**src/rtl/escf_pkg.sv**
```systemverilog
`timescale 1ns / 1ps
// escf_pkg: shared types and constants for the escaped frame receiver.
// No dependencies; imported by every module of the block.
package escf_pkg;

	localparam logic [7:0] BYTE_START = 8'hFE;
	localparam logic [7:0] BYTE_END   = 8'hFF;
	localparam logic [7:0] ESC_FF     = 8'hFD;
	localparam logic [7:0] ESC_FE     = 8'hFC;
	localparam logic [7:0] HEADER_LEN = 8'd4;
	localparam logic [7:0] DECODE_LIM = 8'd128;

	typedef enum logic [2:0] {
		ST_OK        = 3'd0,
		ST_SHORT     = 3'd1,
		ST_BAD_ESC   = 3'd2,
		ST_LEN_MISM  = 3'd3,
		ST_NO_HEADER = 3'd4,
		ST_OVERFLOW  = 3'd5
	} escf_status_t;

	typedef struct packed {
		logic         is_end;
		logic [7:0]   data_byte;
		logic [7:0]   src_port;
		logic [7:0]   dst_port;
		logic [15:0]  remote_addr;
		logic [6:0]   body_len;
		escf_status_t status;
	} escf_result_t;

endpackage

```
**src/rtl/escf_if.sv**
```systemverilog
`timescale 1ns / 1ps
// escf_rx_if / escf_res_if: valid-ready channels of the escaped frame receiver.
// No dependencies.
interface escf_rx_if;
	logic       valid;
	logic       ready;
	logic [7:0] rx_byte;

	modport source (output valid, output rx_byte, input ready);
	modport sink   (input valid, input rx_byte, output ready);
endinterface

interface escf_res_if;
	logic        valid;
	logic        ready;
	logic        is_end;
	logic [7:0]  data_byte;
	logic [7:0]  src_port;
	logic [7:0]  dst_port;
	logic [15:0] remote_addr;
	logic [6:0]  body_len;
	logic [2:0]  status;

	modport source (output valid, output is_end, output data_byte, output src_port,
		output dst_port, output remote_addr, output body_len, output status,
		input ready);
	modport sink (input valid, input is_end, input data_byte, input src_port,
		input dst_port, input remote_addr, input body_len, input status,
		output ready);
endinterface

```
**src/rtl/escaped_frame_receiver.sv**
```systemverilog
`timescale 1ns / 1ps
// escaped_frame_receiver: top level of the byte-stuffed frame deframer.
// Depends on escf_pkg, escf_if (escf_rx_if, escf_res_if) and escf_core.
//
//  channel | dir | payload                                   | notes
//  rx      | in  | rx_byte                                   | one link byte per request
//  res     | out | is_end, data_byte, src_port, dst_port,    | payload byte or
//          |     | remote_addr, body_len, status             | frame-end status
//
// One byte per cycle while res does not stall; a byte's result passes the input
// register, then is decoded into the output register.
// Bytes that yield no result (idle, start, length, header, escapes) leave
// the output register untouched.
// When res stalls, the input register holds and rx.ready drops once it is full.
// arst_n clears both valid flags and all frame state (idle).
module escaped_frame_receiver import escf_pkg::*; #(
	parameter int MAX_FRAME = 128
) (
	input logic        clk,
	input logic        arst_n,
	escf_rx_if.sink    rx,
	escf_res_if.source res
);

	logic         valid_s1;
	logic [7:0]   byte_s1;
	logic         out_valid_q;
	escf_result_t out_q;
	logic         adv;
	logic         step;
	logic         hit;
	escf_result_t result_d;

	assign adv      = !out_valid_q || res.ready;
	assign rx.ready = !valid_s1 || adv;
	assign step     = valid_s1 && adv;

	always_ff @(posedge clk or negedge arst_n) begin
		if (!arst_n) begin
			valid_s1 <= 1'b0;
		end else if (rx.ready) begin
			valid_s1 <= rx.valid;
		end
	end

	always_ff @(posedge clk) begin
		if (rx.valid && rx.ready) begin
			byte_s1 <= rx.rx_byte;
		end
	end

	escf_core #(.MAX_FRAME(MAX_FRAME)) u_core (
		.clk     (clk),
		.arst_n  (arst_n),
		.step    (step),
		.byte_in (byte_s1),
		.hit     (hit),
		.result  (result_d)
	);

	always_ff @(posedge clk or negedge arst_n) begin
		if (!arst_n) begin
			out_valid_q <= 1'b0;
		end else if (adv) begin
			out_valid_q <= step && hit;
		end
	end

	always_ff @(posedge clk) begin
		if (step && hit) begin
			out_q <= result_d;
		end
	end

	assign res.valid       = out_valid_q;
	assign res.is_end      = out_q.is_end;
	assign res.data_byte   = out_q.data_byte;
	assign res.src_port    = out_q.src_port;
	assign res.dst_port    = out_q.dst_port;
	assign res.remote_addr = out_q.remote_addr;
	assign res.body_len    = out_q.body_len;
	assign res.status      = out_q.status;

endmodule

```
**src/rtl/escf_core.sv**
```systemverilog
`timescale 1ns / 1ps
// escf_core: deframer state and per-byte unescape / header / status decode.
// Depends on escf_pkg.
module escf_core import escf_pkg::*; #(
	parameter int MAX_FRAME = 128
) (
	input  logic         clk,
	input  logic         arst_n,
	input  logic         step,
	input  logic [7:0]   byte_in,
	output logic         hit,
	output escf_result_t result
);

	localparam logic [7:0] MaxFrameC = 8'(MAX_FRAME);

	logic        in_frame_q, in_frame_n;
	logic        esc_pend_q, esc_pend_n;
	logic        esc_err_q, esc_err_n;
	logic [7:0]  raw_cnt_q, raw_cnt_n;
	logic [7:0]  dec_cnt_q, dec_cnt_n;
	logic [7:0]  decl_len_q, decl_len_n;
	logic [7:0]  src_q, src_n;
	logic [7:0]  dst_q, dst_n;
	logic [15:0] addr_q, addr_n;

	logic        take;
	logic [7:0]  take_val;

	always_comb begin
		in_frame_n = in_frame_q;
		esc_pend_n = esc_pend_q;
		esc_err_n  = esc_err_q;
		raw_cnt_n  = raw_cnt_q;
		dec_cnt_n  = dec_cnt_q;
		decl_len_n = decl_len_q;
		src_n      = src_q;
		dst_n      = dst_q;
		addr_n     = addr_q;
		take       = 1'b0;
		take_val   = byte_in;
		hit        = 1'b0;
		result     = '0;

		if (step) begin
			if (!in_frame_q) begin
				if (byte_in == BYTE_START) begin
					in_frame_n = 1'b1;
					esc_pend_n = 1'b0;
					esc_err_n  = 1'b0;
					raw_cnt_n  = 8'd1;
					dec_cnt_n  = '0;
					decl_len_n = '0;
					src_n      = '0;
					dst_n      = '0;
					addr_n     = '0;
				end
			end else if (raw_cnt_q >= MaxFrameC) begin
				// frame too long: drop this byte and abort
				in_frame_n    = 1'b0;
				hit           = 1'b1;
				result.is_end = 1'b1;
				result.status = ST_OVERFLOW;
			end else begin
				raw_cnt_n = raw_cnt_q + 8'd1;
				if (byte_in == BYTE_END) begin
					hit           = 1'b1;
					in_frame_n    = 1'b0;
					result.is_end = 1'b1;
					if (raw_cnt_q < 8'd3)
						result.status = ST_SHORT;
					else if (esc_err_q || esc_pend_q)
						result.status = ST_BAD_ESC;
					else if (dec_cnt_q > DECODE_LIM || dec_cnt_q != decl_len_q)
						result.status = ST_LEN_MISM;
					else if (dec_cnt_q < HEADER_LEN)
						result.status = ST_NO_HEADER;
					else begin
						result.status      = ST_OK;
						result.src_port    = src_q;
						result.dst_port    = dst_q;
						result.remote_addr = addr_q;
						result.body_len    = 7'(dec_cnt_q - HEADER_LEN);
					end
				end else if (raw_cnt_q == 8'd1) begin
					decl_len_n = byte_in;
				end else if (!(esc_err_q || dec_cnt_q > DECODE_LIM)) begin
					if (esc_pend_q) begin
						esc_pend_n = 1'b0;
						if (byte_in == ESC_FF) begin
							take     = 1'b1;
							take_val = 8'hFF;
						end else if (byte_in == ESC_FE) begin
							take     = 1'b1;
							take_val = 8'hFE;
						end else begin
							esc_err_n = 1'b1;
						end
					end else if (byte_in == BYTE_START) begin
						esc_pend_n = 1'b1;
					end else begin
						take = 1'b1;
					end
				end
			end

			if (take) begin
				if (dec_cnt_q >= DECODE_LIM) begin
					dec_cnt_n = DECODE_LIM + 8'd1;
				end else begin
					dec_cnt_n = dec_cnt_q + 8'd1;
					if (dec_cnt_q == 8'd0)
						src_n = take_val;
					else if (dec_cnt_q == 8'd1)
						dst_n = take_val;
					else if (dec_cnt_q == 8'd2)
						addr_n = {addr_q[15:8], take_val};
					else if (dec_cnt_q == 8'd3)
						addr_n = {take_val, addr_q[7:0]};
					else begin
						hit              = 1'b1;
						result.data_byte = take_val;
						result.status    = ST_OK;
					end
				end
			end
		end
	end

	always_ff @(posedge clk or negedge arst_n) begin
		if (!arst_n) begin
			in_frame_q <= 1'b0;
			esc_pend_q <= 1'b0;
			esc_err_q  <= 1'b0;
			raw_cnt_q  <= '0;
			dec_cnt_q  <= '0;
			decl_len_q <= '0;
			src_q      <= '0;
			dst_q      <= '0;
			addr_q     <= '0;
		end else begin
			in_frame_q <= in_frame_n;
			esc_pend_q <= esc_pend_n;
			esc_err_q  <= esc_err_n;
			raw_cnt_q  <= raw_cnt_n;
			dec_cnt_q  <= dec_cnt_n;
			decl_len_q <= decl_len_n;
			src_q      <= src_n;
			dst_q      <= dst_n;
			addr_q     <= addr_n;
		end
	end

endmodule

```
**src/flat_wrapper.sv**
```systemverilog
// flat-port wrapper written by rule: the top's interface ports become plain ports
module escaped_frame_receiver_flat import escf_pkg::*;
#(
	parameter int MAX_FRAME = 128
)
  (clk, arst_n, rx_valid, rx_rx_byte, rx_ready, res_valid, res_is_end, res_data_byte, res_src_port, res_dst_port, res_remote_addr, res_body_len, res_status, res_ready);
  escf_rx_if rx_i ();
  escf_res_if res_i ();
  input logic clk;
  input logic arst_n;
  input wire logic [$bits(rx_i.valid)-1:0] rx_valid;
  input wire logic [$bits(rx_i.rx_byte)-1:0] rx_rx_byte;
  output wire logic [$bits(rx_i.ready)-1:0] rx_ready;
  output wire logic [$bits(res_i.valid)-1:0] res_valid;
  output wire logic [$bits(res_i.is_end)-1:0] res_is_end;
  output wire logic [$bits(res_i.data_byte)-1:0] res_data_byte;
  output wire logic [$bits(res_i.src_port)-1:0] res_src_port;
  output wire logic [$bits(res_i.dst_port)-1:0] res_dst_port;
  output wire logic [$bits(res_i.remote_addr)-1:0] res_remote_addr;
  output wire logic [$bits(res_i.body_len)-1:0] res_body_len;
  output wire logic [$bits(res_i.status)-1:0] res_status;
  input wire logic [$bits(res_i.ready)-1:0] res_ready;
  assign rx_i.valid = rx_valid;
  assign rx_i.rx_byte = rx_rx_byte;
  assign rx_ready = rx_i.ready;
  assign res_valid = res_i.valid;
  assign res_is_end = res_i.is_end;
  assign res_data_byte = res_i.data_byte;
  assign res_src_port = res_i.src_port;
  assign res_dst_port = res_i.dst_port;
  assign res_remote_addr = res_i.remote_addr;
  assign res_body_len = res_i.body_len;
  assign res_status = res_i.status;
  assign res_i.ready = res_ready;
  escaped_frame_receiver #(.MAX_FRAME(MAX_FRAME)) u_core (.clk(clk), .arst_n(arst_n), .rx(rx_i), .res(res_i));
endmodule
```
**config.mk**
```make
export PLATFORM = sky130hd
export DESIGN_NAME = escaped_frame_receiver_flat
export DESIGN_NICKNAME = d
export VERILOG_FILES = /design/src/rtl/escf_pkg.sv /design/src/rtl/escf_if.sv /design/src/rtl/escaped_frame_receiver.sv /design/src/rtl/escf_core.sv /design/src/flat_wrapper.sv
export SDC_FILE = /design/constraint.sdc
export NUM_CORES = 1
export LEC_CHECK = 0
export BUFFER_PORTS_ARGS = -buffer_cell sky130_fd_sc_hd__clkbuf_2
export CAP_MARGIN = 10
export CORE_ASPECT_RATIO = 1.2
export CORE_UTILIZATION = 30
export CTS_BUF_LIST = sky130_fd_sc_hd__clkbuf_8 sky130_fd_sc_hd__clkbuf_16
export CTS_CLUSTER_DIAMETER = 40
export DETAILED_ROUTE_END_ITERATION = 16
export MAX_ROUTING_LAYER = met4
export PLACE_DENSITY = 0.57
export SETUP_SLACK_MARGIN = 0.02
export SKIP_CTS_REPAIR_TIMING = 1
export SYNTH_ARGS = -nofsm -noshare
export SYNTH_HDL_FRONTEND = slang
export SYNTH_HIERARCHICAL = 1
export SYNTH_SLANG_ARGS = --single-unit
```
**constraint.sdc**
```tcl
create_clock -name clk -period 13 [get_ports clk]
set_input_delay 2.6 -clock clk [delete_from_list [all_inputs] [get_ports clk]]
set_output_delay 2.6 -clock clk [all_outputs]
set_load 0.02 [all_outputs]
```
After elaboration in Yosys (flattened, before gate mapping)
Index checks and enable logic that the tools add are counted. Widths: inputs -> output; s select.

Bits in registers: 120. Input bits: 12. Logic and storage cells: 168.

Add/sub/neg operators: 3. $lt $le $gt $ge: 5. Equal/unequal tests: 20. Mux-type cells: 94. Bitwise gates (word level): 4. Reductions and logical operators: 22.

Operators by type and width (number): $mux 8 (30); $mux 39 (4); $mux 16 (8); $mux 42 (1); $mux 1 (39); $mux 3 (12); $eq 8x8->1 const B (4); $add 8x1->8 const B (2); $eq 8x1->1 const B (2); $eq 8x2->1 const B (2); $ge 8x8->1 const B (2); $ne 2x2->1 const B (6); $reduce_and 9->1 (1); $gt 8x8->1 const B (1); $logic_not 8->1 (1); $lt 8x2->1 const B (1); $lt 8x3->1 const B (1); $ne 8x8->1 (1); $reduce_or 8->1 (1); $reduce_or 7->1 (1); $sub 7x3->7 const B (1); $ne 2x1->1 const B (3); $ne 6x6->1 const B (1); $reduce_and 3->1 (2); other kinds (9) (21).

Logic depth before layout (Yosys ltp)
Depth after elaboration: 15. Depth in mapped cells: 10.

Modules after synthesis
The synthesis kept the hierarchy.

Modules (own cells, without submodules): escf_core (instances 1, cells an instance 390, area each 3769.9 um2, sequential area each 1476.4 um2); escaped_frame_receiver (instances 1, cells an instance 69, area each 1883.1 um2, sequential area each 1821.7 um2).

Worst setup path before layout
OpenSTA, ideal clock, no wires.

Path kind: input-to-reg. Start: input res_ready. End: register u_core.out_q (netlist bit u_core/res.body_len[0]), enable pin. Setup time: 466 ps. Arrival time: 6191 ps. Required time: 12534 ps. Slack: 6343 ps. Stages: 10. Path through: nand2b_1 -> and2_1 -> clkbuf_1 -> inv_1 -> a21oi_1 -> and3_1 -> clkbuf_1 -> nand2b_1 -> nand2_1 -> nor2b_1.

Cells in the longest elaborated chain, start to end: 4.

Ends and longest elaborated chain: from (decl) (RTL line flat_wrapper.sv:22) `input wire logic [$bits(res_i.ready)-1:0] res_ready;`; $logic_or 1x1->1 (RTL line escaped_frame_receiver.sv:34) `assign adv = !out_valid_q || res.ready;`; $logic_and 1x1->1 (RTL line escaped_frame_receiver.sv:36) `assign step = valid_s1 && adv;`; via u_core.step (RTL line escaped_frame_receiver.sv:30) `logic step;`; $mux 1 (RTL line escf_core.sv:45) `if (step) begin`; via u_core.hit (RTL line escaped_frame_receiver.sv:31) `logic hit;`; $logic_and 1x1->1 (RTL line escaped_frame_receiver.sv:70) `if (step && hit) begin`; to (signal assigned) (RTL line escaped_frame_receiver.sv:71) `out_q <= result_d;`; to (decl) (RTL line escaped_frame_receiver.sv:28) `escf_result_t out_q;`.

The timed path passes the listed nets, and every way through them passes these cells. A chain may end at the register's enable or synchronous reset.

Worst setup path in the final report
Start: input res_ready. End: output rx_ready.

Cells in the longest elaborated chain, start to end: 2.

Ends and longest elaborated chain: $logic_or 1x1->1 (RTL line escaped_frame_receiver.sv:34); $logic_or 1x1->1 (RTL line escaped_frame_receiver.sv:35) `assign rx.ready = !valid_s1 || adv;`; to (decl) (RTL line flat_wrapper.sv:13) `output wire logic [$bits(rx_i.ready)-1:0] rx_ready;`.

Every way passes these cells.

==> key figures <==
Timing
  – Worst slew pin tran: about 0.88 ns
  – TNS Setup: 0 ns
  – Hold slack: between 0.4 and 0.5 ns
  – RSZ-0062 raised after global routing: no
  – Final period utilization: between 40% and 50%
  – Clock Skews: approximately 0.0067 ns
  – Setup Viol. Count Final: 0
  – Fmax: 0.1787 GHz
  – Slew Viols, Final: 0
  – Final worst slack: 7.404 ns
  – Fin. Hold Viols: 0
  – Slew headroom: between 40 and 50%
  – Min cycle time layout: about 5.6 ns

Worst setup path
  – CP required: 10.40 ns
  – Setup crit end kind: primary output
  – CP most frequent cell: clkbuf_2
  – Critical path arrival: around 3 ns
  – Critical path, cell by cell: clkbuf_2 -> nand3b_4 -> clkbuf_2
  – Worst R2R Setup Slack: a little under 10 ns
  – Cell with the largest stage delay on the worst path: clkbuf_2
  – CP startpoint kind: primary input
  – Crit-path max cell delay: between 0.15 and 0.2 ns
  – Max FO, Critical Path: 3
  – Crit path kind: primary input to primary output

Clocking
  – Clock buffer depth: 2
  – Clk pin slew, worst setup/hold paths: ~0.050 ns
  – H-tree lvl count: 4
  – Clock root buffer: clkbuf_16
  – Worst-skew pair later-pin latency: just over 0.4 ns
  – Clock buffer count from CTS: 17
  – CTS tree: built
  – Clock sinks: 120

Floorplan
  – Ports: 65
  – Rows: 54
  – Core box area: roughly 0.018 mm^2
  – Initial Util: between 30% and 40%
  – Full die area: ~0.019 mm^2
  – Die width: 127.3 um
  – Die Y: 152.4 um

Place
  – Placed insts: about 760
  – Pre-CTS setup slack: roughly 7.3 ns
  – GP Congestion: approximately 0.85
  – DPL Wire Length: around 9000 um
  – Port Buffer Count: 64
  – DP Area: 0.006200 mm^2

Route
  – Routed wire length: between 10,000 and 15,000 um
  – Wire per inst: 15.92 um
  – Iter 0 DRT Violations: 206
  – Total number of vias: approximately 3,800
  – Via-per-instance ratio: between 4 and 5
  – TritonRoute pass-1 iters: 4
  – Residual DRC count: 0
  – Final ANT Viol Nets: 0

Run
  – Max Cap Viol: 0

Global route
  – Number of antenna violations at the first check in global routing: 0
  – Vias in the first global route: around 3,900
  – Pin count of the biggest net entering global routing: just over 60
  – GRT Overall Usage: between 10% and 20%
  – First-pass GRT wire length: about 21,000 um
  – Total global routing overflow: 0

Synthesis
  – Async set-reset flop share out of synthesis: around half
  – Synth top area cells: edfxtp_1, dfrtp_1, and2_1, mux2i_1, inv_1
  – Top-count cell post-synth: dfrtp_1
  – Avg Cell Area, Syn: 12.32 um^2
  – Most instantiated cells after synthesis: dfrtp_1, edfxtp_1, and2_1, inv_1, nand2_1
  – Leading area contributor after synthesis: edfxtp_1
  – Yosys top cell area share: about a third
  – Primary FF master, synth: dfrtp_1
  – Sequential share of the synthesized area: approximately three fifths
  – Post-synth EDFFs: a little under 60
  – Syn nets: 480
  – Synth unique cells: 71
  – Yosys warnings: 6
  – Synthesized area: 0.005653 mm^2
  – Yosys reg bits: 120
  – Post-Synthesis Cells: around 460

Cells and area
  – Final Cell Area: 0.006780 mm^2
  – Fraction of layout cells with a size suffix above 1: 23.38%
  – Number of fill cells in the layout: roughly 1,800
  – Area Growth Syn to Fin: 19.94%
  – Inserted Diodes: 0
  – Final Non-Filler Cells: between 700 and 800
  – Net count, final: 547

Run status
  – Outcome: complete, no violations

Pwr
  – Power per cell area: approximately 190 mW/mm^2
  – Worst vdd ir: 0.00009687 V
  – LEAKAGE: 3.003 nW

Hold path
  – HP Class: flop to flop
==> power breakdown <==
part           internal, mW  leakage (nW)  switching [mW]  total [mW]
combinational         0.113          1.39           0.179       0.292
sequential            0.475          1.33          0.0692       0.545
clock                 0.282         0.290           0.170       0.453
==> kinds of logic (layout without fill, tap and decap cells) <==
kind of cell / count (synthesis) / count (layout) / synth area share, %
AOI/OAI and AO/OA: 86 / 86 / 11.86
xor gates and xnor gates: 11 / 11 / 1.704
adders and majority gates: 9 / 9 / 1.992
buffers and inverters: 55 / 135 / 4.781
DFF: 120 / 120 / 58.34
muxes: 14 / 14 / 2.501
and+or+nand+nor: 164 / 164 / 18.81
==> per-layer routing <==
layer	share of wire (%)	track usage [%]
met5	0	-
met4	1.7	6.293
met3	4.2	2.598
met2	49	22.74
met1	45	17.21
==> metrics by stage <==
| stage | total power, mW | util [%] |
|---|---|---|
| final | 1.289 | 37.03 |
| after global routing | 1.360 | 37.03 |
| after CTS | 1.306 | 37.03 |
| after detailed placement | 0.8438 | 33.86 |
| after global placement | 0.8330 | 33.86 |
| after floorplan | 0.7589 | - |
==> cells in the final DEF (no fill, tap or decap), types with 3 or more instances in the layout <==
cell       count
nor2_1        13
nand2b_1       5
a22o_1        13
nor4_1         8
dfrtp_1       61
nand2_1       31
mux2i_1       13
nand4_4        3
xor2_1        10
buf_4          5
and4_1         6
ha_1           9
nor2b_1        3
a21o_1         4
nor3_1         8
and3_1         4
clkinv_2       4
o2bb2ai_1      4
inv_1         35
and2_1        44
nor4_4         3
nand4_1       11
o22ai_1       14
clkbuf_2      64
a211o_1        3
clkinv_4       5
a21oi_1        6
nand3_1        6
o21ai_0       12
clkbuf_16     17
edfxtp_1      59
==> final cells by class <==
class	count	area, um^2	area share [%]
clock buffers	17	425.4	6.274
inverters	34	127.6	1.882
clock inverters	15	155.1	2.288
flip-flops and latches	120	3298	48.64
well taps	252	315.3	4.650
multi-input cells	284	2101	30.98
repair buffers	69	357.8	5.278
==> path summary, 6_finish.rpt <==
kind                                                    startpoint                                      to  depth (start not counted)
max in group asynchronous                                   arst_n  u_core/u_core/raw_cnt_q[2]$_DFFE_PN0P_                          2
worst min register to register  u_core/u_core/dst_q[3]$_DFFE_PN0P_      u_core/u_core/dst_q[3]$_DFFE_PN0P_                          1
worst min-delay path            u_core/u_core/dst_q[3]$_DFFE_PN0P_      u_core/u_core/dst_q[3]$_DFFE_PN0P_                          1
worst max register to register        u_core/res.valid$_DFFE_PN0P_        u_core/res.body_len[3]$_DFFE_PP_                         10
min in group asynchronous                                   arst_n     u_core/u_core/addr_q[9]$_DFFE_PN0P_                          2
worst max-delay path                                     res_ready                                rx_ready                          3
==> worst max-delay path: cells and delay by family <==
| family | cells | cell delay (ns) |
|---|---|---|
| buf+inv | 2 | 0.25 |
| simple gates | 1 | 0.15 |
No activity file was read; power rests on OpenSTA's default activity.
